<file path="src/sv/bth_pkg.sv">
// ----------------------------------------------------------------------------
// bth_pkg: shared types for the blob track history table
// entry record and the token that travels along the cell chain
// ----------------------------------------------------------------------------
package bth_pkg;

    localparam logic ACT_KEYPOINT = 1'b0;
    localparam logic ACT_EOF      = 1'b1;
    localparam logic [15:0] HITS_MAX = 16'hFFFF;

    typedef struct packed {
        logic [15:0] x;
        logic [15:0] y;
        logic [15:0] size;
        logic [15:0] hits;
        logic [31:0] seen;
    } entry_t;

    // token handed from cell to cell, one hop per cycle
    typedef struct packed {
        logic        vld;
        logic        act;
        logic        done;    // keypoint already matched or appended
        logic [15:0] x;
        logic [15:0] y;
        logic [15:0] size;
        logic [31:0] t;
        logic        best_vld;
        entry_t      best;
    } tok_t;

endpackage

</file>
<file path="src/sv/bth_cell.sv">
// ----------------------------------------------------------------------------
// bth_cell: one table entry
// matches, appends or competes for the favourite as the token passes
// ----------------------------------------------------------------------------
module bth_cell (
    input  logic          clk,
    input  logic          rst_n,
    input  logic [31:0]   r_sq,
    input  bth_pkg::tok_t tok_in,
    output bth_pkg::tok_t tok_out
);
    import bth_pkg::*;

    logic        used_reg;
    logic        used_next;
    entry_t      ent_reg;
    entry_t      ent_next;
    tok_t        tok_reg;
    tok_t        tok_next;
    logic [15:0] dx;
    logic [15:0] dy;
    logic [31:0] dx_sq;
    logic [31:0] dy_sq;
    logic [32:0] d_sq;
    logic        near;

    assign dx    = (tok_in.x >= ent_reg.x) ? tok_in.x - ent_reg.x : ent_reg.x - tok_in.x;
    assign dy    = (tok_in.y >= ent_reg.y) ? tok_in.y - ent_reg.y : ent_reg.y - tok_in.y;
    assign dx_sq = 32'(dx) * 32'(dx);
    assign dy_sq = 32'(dy) * 32'(dy);
    assign d_sq  = {1'b0, dx_sq} + {1'b0, dy_sq};
    assign near  = d_sq < {1'b0, r_sq};

    always_comb
    begin
        used_next = used_reg;
        ent_next  = ent_reg;
        tok_next  = tok_in;
        if (tok_in.vld && tok_in.act == ACT_KEYPOINT && !tok_in.done)
        begin
            if (used_reg && near)
            begin
                if (ent_reg.hits != HITS_MAX)
                    ent_next.hits = ent_reg.hits + 16'd1;
                ent_next.seen = tok_in.t;
                tok_next.done = 1'b1;
            end
            else if (!used_reg)
            begin
                used_next     = 1'b1;
                ent_next.x    = tok_in.x;
                ent_next.y    = tok_in.y;
                ent_next.size = tok_in.size;
                ent_next.hits = 16'd1;
                ent_next.seen = tok_in.t;
                tok_next.done = 1'b1;
            end
        end
        else if (tok_in.vld && tok_in.act == ACT_EOF && used_reg &&
                 (!tok_in.best_vld || ent_reg.hits > tok_in.best.hits))
        begin
            tok_next.best_vld = 1'b1;
            tok_next.best     = ent_reg;
        end
    end

    always_ff @(posedge clk or negedge rst_n)
    begin
        if (!rst_n)
        begin
            used_reg <= 1'b0;
            ent_reg  <= '0;
            tok_reg  <= '0;
        end
        else
        begin
            used_reg <= used_next;
            ent_reg  <= ent_next;
            tok_reg  <= tok_next;
        end
    end

    assign tok_out = tok_reg;

endmodule

</file>
<file path="config.mk">
export PLATFORM = sky130hd
export DESIGN_NAME = bth_cell
export DESIGN_NICKNAME = d
export VERILOG_FILES = /design/src/sv/bth_pkg.sv /design/src/sv/bth_cell.sv
export SDC_FILE = /design/constraint.sdc
export NUM_CORES = 2
export LEC_CHECK = 0
export ABC_AREA = 0
export BUFFER_PORTS_ARGS = -buffer_cell sky130_fd_sc_hd__buf_2
export CAP_MARGIN = 5
export CORE_MARGIN = 3
export CORE_UTILIZATION = 35
export DETAILED_ROUTE_END_ITERATION = 12
export HOLD_SLACK_MARGIN = 0.02
export PLACE_DENSITY = 0.53
export SLEW_MARGIN = 20
export SYNTH_ARGS = -nofsm -noshare
export SYNTH_HDL_FRONTEND = slang
export SYNTH_SLANG_ARGS = --single-unit
</file>
<file path="constraint.sdc">
create_clock -name clk -period 12.05 [get_ports clk]
set_input_delay 2.41 -clock clk [delete_from_list [all_inputs] [get_ports clk]]
set_output_delay 2.41 -clock clk [all_outputs]
set_load 0.01 [all_outputs]
</file>
Word-level counts from Yosys, hierarchy flattened

Cells that the tools add are included.

Output and inout port bits: 180
Bits in registers: 277
Word-level logic and storage cells: 60
Input port bits: 214

Bitwise logic cells: 3
Reductions and logical operators: 13
$add $sub $neg: 6
Multiply operators: 2
Equal/unequal tests: 3
Order comparisons: 4
Muxes and demuxes: 10

Operator list:

| operator                | number |
|---|---|
| $mux W97                | 2 |
| $mux W48                | 2 |
| $mul A16 B16 Y32        | 2 |
| $sub A16 B16 Y16        | 4 |
| $mux W16                | 3 |
| $add A32 B32 Y33        | 1 |
| $lt A33 B32 Y1          | 1 |
| $ge A16 B16 Y1          | 2 |
| $add A16 B1 Y16 const B | 1 |
| $gt A16 B16 Y1          | 1 |
| $ne A16 B16 Y1 const B  | 1 |
| $logic_and A1 B1 Y1     | 6 |
| $reduce_and A3 Y1       | 2 |
| $ne A2 B1 Y1 const B    | 2 |
| $reduce_and A2 Y1       | 2 |
| $mux W1                 | 3 |
| $not A1 Y1              | 3 |
| $logic_not A1 Y1        | 2 |
| $logic_or A1 B1 Y1      | 1 |

Longest topological paths before layout

Word-level depth: 8
Mapped depth: 54
Gate-level depth less buffers: 50

Worst setup path before layout

OpenSTA, ideal clock, no wires.

Path kind: input to register
From: input port tok_in[165] (netlist bit)
To: register ent_reg[42] (netlist bit)
Required time: 11.981 ns
Stages: 47
Library setup time: 0.069 ns
Path buffers: 5
Arrival: 13.697 ns
Setup slack: -1.716 ns
Cell sequence: inv_1 ha_1 buf_2 and3_1 a22oi_1 a211o_1 a211o_1 a21oi_2 buf_2 buf_4 mux2i_1 xor2_1 clkbuf_1 nor2_1 fa_1 fa_1 fa_1 inv_1 [11 not listed] a211o_1 a21o_1 a21o_1 a21oi_1 xnor2_1 ha_1 a21o_1 a21o_1 a211oi_1 o221ai_1 a21oi_1 o31ai_1 a41o_1 nor3b_1 mux2i_2 buf_4 or4b_1 nand3_1

Cells in the longest elaborated chain, start to end: 8
Elaborated cells between the ends (all ways): 12
Those cells by class: add/sub: 3; mul: 1; order compare: 2; eq/ne: 2; mux: 2; reduce/logical: 2

RTL lines:

| element                                                   | RTL line       | source |
|---|---|---|
| from (decl)                                               | bth_cell.sv:9  | `input bth_pkg::tok_t tok_in,` |
| $sub A16 B16 Y16 / $ge A16 B16 Y1 (equally long branches) | bth_cell.sv:27 | `assign dx = (tok_in.x >= ent_reg.x) ? tok_in.x - ent_reg.x : ent_reg.x - tok_in.x;` |
| $mux W16 *                                                | bth_cell.sv:27 |  |
| $mul A16 B16 Y32 *                                        | bth_cell.sv:29 | `assign dx_sq = 32'(dx) * 32'(dx);` |
| $add A32 B32 Y33 *                                        | bth_cell.sv:31 | `assign d_sq = {1'b0, dx_sq} + {1'b0, dy_sq};` |
| $lt A33 B32 Y1 *                                          | bth_cell.sv:32 | `assign near = d_sq < {1'b0, r_sq};` |
| $logic_and A1 B1 Y1 *                                     | bth_cell.sv:41 | `if (used_reg && near)` |
| $ne A2 B1 Y1 (no source line)                             | n/a            |  |
| $reduce_and A3 Y1 (no source line)                        | n/a            |  |
| to (signal assigned)                                      | bth_cell.sv:78 | `ent_reg <= ent_next;` |
| to (decl)                                                 | bth_cell.sv:16 | `entry_t ent_reg;` |

Mark *: on every way between the ends. The rest lies on a longest branch, timed or not.
A chain may end at the register's enable or synchronous reset.

Final worst setup path

From: input port tok_in[161] (netlist bit)
To: register ent_reg[32] (netlist bit)

The elaborated chain is that of the path after synthesis.

==> results <==
- The synthesized design contains 0 enable-type register cells.
- Port buffering added 393 buffers.
- The checks that failed: negative setup slack.
- Hold timing on the final database bottoms out at a slack of 0.494 ns.
- Measured along the x axis, the die boundary spans 297 µm.
- The Yosys step of the flow raised 0 warnings.
- For this run, the share of the core covered by cells in the final layout is 0.472.
- STA puts the critical path data required time at 12.54 ns.
- After clock tree synthesis, the clock-pin slew on the worst setup and hold paths is about 0.060 ns.
- The flow ran to the end, but the final reports show violations.
- In the synthesized netlist the dominant register cell turns out to be sky130_fd_sc_hd__dfrtp_1.
- TritonCTS built the clock tree.
- The root buffer cell chosen for the clock tree is sky130_fd_sc_hd__clkbuf_16.
- The total setup violations reported at the end of the flow is 49.
- The total overflow reported by the global router is 0.
- STA classifies the critical path startpoint as an input pin.
- In this run the worst hold path is classified as reg -> reg.
- The relative max-transition margin is 0.369.
- The pin count of the biggest net entering global routing is approximately 140.
- The ratio of cells with drive above 1 in the final layout is 0.355.
- In the routed layout, each cell is associated on average with a via count of 4.70.
- The synthesized design contains 277 register bits.
- The detailed-routing iteration count for the pre-antenna-repair pass is 5.
- The synthesized netlist net count is between 3000 and 4000.
- For this run, the register share of the synthesized area comes to 0.233.
- After the first detailed-routing iteration, the DRC count stood at 994.
- Ranked by total cell area, the synthesized netlist is headed by sky130_fd_sc_hd__fa_1 26%, sky130_fd_sc_hd__dfrtp_1 23%, sky130_fd_sc_hd__ha_1 13%.
- Pin placement for this block handled 394 I/O pins.
- By instance count, the leading cell after synthesis is sky130_fd_sc_hd__inv_1.
- STA classifies the critical path endpoint as a flip-flop.
- Routability-driven placement finished with a final weighted congestion of 0.857.
- At the worst endpoint, the arrival time is 13.91 ns.
- The net total in the final layout is 4833.
- For this design, the slowest cell found on the critical path is sky130_fd_sc_hd__fa_1.
- The final number of max-transition violations came to 0.
- The number of antenna violations at the first check in global routing came to 8.
- The number of flip-flops under the largest register name is 180.
- At the later pin of the worst-skew pair, clock insertion delay measures 0.59 ns.
- The number of buffers created by CTS is 30.
- Setup repair after global routing could not meet its margin everywhere.
- The synthesis-to-finish area growth is 33.3%.
- The post-route fraction of the period consumed by the critical path is 1.11.
- Yosys mapped the design onto 85 distinct sky130hd cell types.
- The maximum operating frequency is 0.0745 GHz.
- The first global-routing pass estimated 138 mm of wire.
- The total area inside the core boundary comes to between 0.08 and 0.09 mm².
- The synthesized area is 0.0297 mm².
- The hold buffer count at CTS is 0.
- Across the run, the number of max-cap violations was 0.
- The final count of hold timing violations is 0.
- The maximum level of the CTS H-tree is 1.
- The fraction of synthesized cell area taken by the top area cell type is 0.264.
- The clock drives 277 sinks.
- The initial standard-cell utilization of the core is 0.354.
- The total track usage is 0.195.
- The number of design rule violations left after detail routing is 0.
- Of all nets on the critical path, the largest fanout is 6.
- In the synthesized netlist, the number of instances is 3036.
- The worst path in the final design needs a cycle of around 13 ns, including I/O delays and setup.
- The final HPWL from detailed placement is 71.6 mm.
- The sum of negative setup slack is -58.36 ns.
- The type of the worst setup path is in -> reg.
- The die is 297 µm tall.
- The placement row count is 106.
- The commonest cells after synthesis are 625 x sky130_fd_sc_hd__inv_1, 392 x sky130_fd_sc_hd__fa_1, 301 x sky130_fd_sc_hd__ha_1.
- After layout, the worst setup slack is -1.37 ns.
- Summed over all instances, the cell type with the most area after synthesis is sky130_fd_sc_hd__fa_1.
- The overall routed net length is 86.4 mm.
- The delay contributed by the slowest stage of the critical path is 0.60 ns.
- For the pin with the worst max-slew slack, the measured transition is 0.946 ns.
- The die area is 0.0885 mm².
- The clock passes through at most 3 buffers.
- The remaining number of nets flagged by the antenna check after routing is 0.
- The synthesized area per cell is 9.79 µm².
- The via count is 23900.
- The clock skew after layout is 0.0288 ns.
- The fraction of registers with async set or reset after synthesis is 1.00.
- The via count of the first global-routing pass is 25600.
- The routed wire length per instance is 17.0 µm.
-- timing repair --
item,CTS,global route
pin swaps,87,108
setup buffers,39,14
endpoints found under the setup margin,49,49
gates resized for setup,139,96
gates cloned,6,4
-- critical path, delay by kind of cell --
kind / cells / cell delay [ns]
compound gates: 20 / 3.64
xor+xnor: 2 / 0.41
fa+ha+maj: 12 / 5.15
buf+inv: 9 / 1.01
mux: 1 / 0.24
simple gates: 6 / 1.03
-- placed cells by master (no fill, tap or decap), drive strengths merged, types with 32 or more instances in the layout --
cell    instances
nand2         175
a21oi         119
clkbuf         46
nand3          70
fa            392
inv           635
a311o          32
a21o           50
buf           968
mux2          116
dfrtp         277
ha            301
or2            37
o21ai         116
nor3b          36
nor2          252
xnor2          43
-- routing by layer --
| metal | track usage | routed length, µm | vias up |
|---|---|---|---|
| li1 | - | - | 11500 |
| met1 | 0.254 | 36800 | 11900 |
| met2 | 0.340 | 43200 | 447 |
| met3 | 0.0314 | 4300 | 93 |
| met4 | 0.0438 | 2130 | 4 |
| met5 | 0 | 29 | - |
-- through the flow --
stage | std cells | setup slack [ns] | instance area (µm²)
finish | 5085 | -1.37 | 39600
global route | 5083 | -1.80 | 39600
CTS | 5069 | -1.35 | 39200
detailed placement | 4970 | -2.55 | 37100
global placement | 4970 | -2.40 | 37100
floorplan | 3036 | -1.28 | 30100
-- cell families after synthesis --
group           Yosys count  share of synthesized area
compound gates          433                     0.0962
xor+xnor                 67                     0.0211
fa+ha+maj               693                      0.391
buf+inv                 747                     0.0974
flops                   277                      0.233
mux                     136                     0.0514
simple gates            683                      0.110
-- cell type report --
class | count | area, µm²
repair buffers | 971 | 6770
flip-flops and latches | 277 | 6940
fillers | 8034 | 44300
clock inverters | 11 | 140
inverters | 634 | 2400
multi-input cells | 2012 | 21100
clock buffers | 43 | 870
diodes | 3 | 7.51
well taps | 1134 | 1420
-- final timing paths --
| path | from | end | slack [ns] | cells after the start |
|---|---|---|---|---|
| max in group asynchronous | rst_n | used_reg | 8.84 | 2 |
| max | tok_in[161] | ent_reg[32] | -1.37 | 50 |
| min in group asynchronous | rst_n | tok_out[74] | 1.77 | 1 |
| min reg2reg | ent_reg[60] | tok_out[60] | 0.49 | 1 |
| max reg2reg | ent_reg[80] | ent_reg[32] | -0.03 | 50 |
| min | ent_reg[60] | tok_out[60] | 0.49 | 1 |
Power is not shown: default switching activity piles up to over one toggle a cycle in this logic, so the estimate is an artifact.
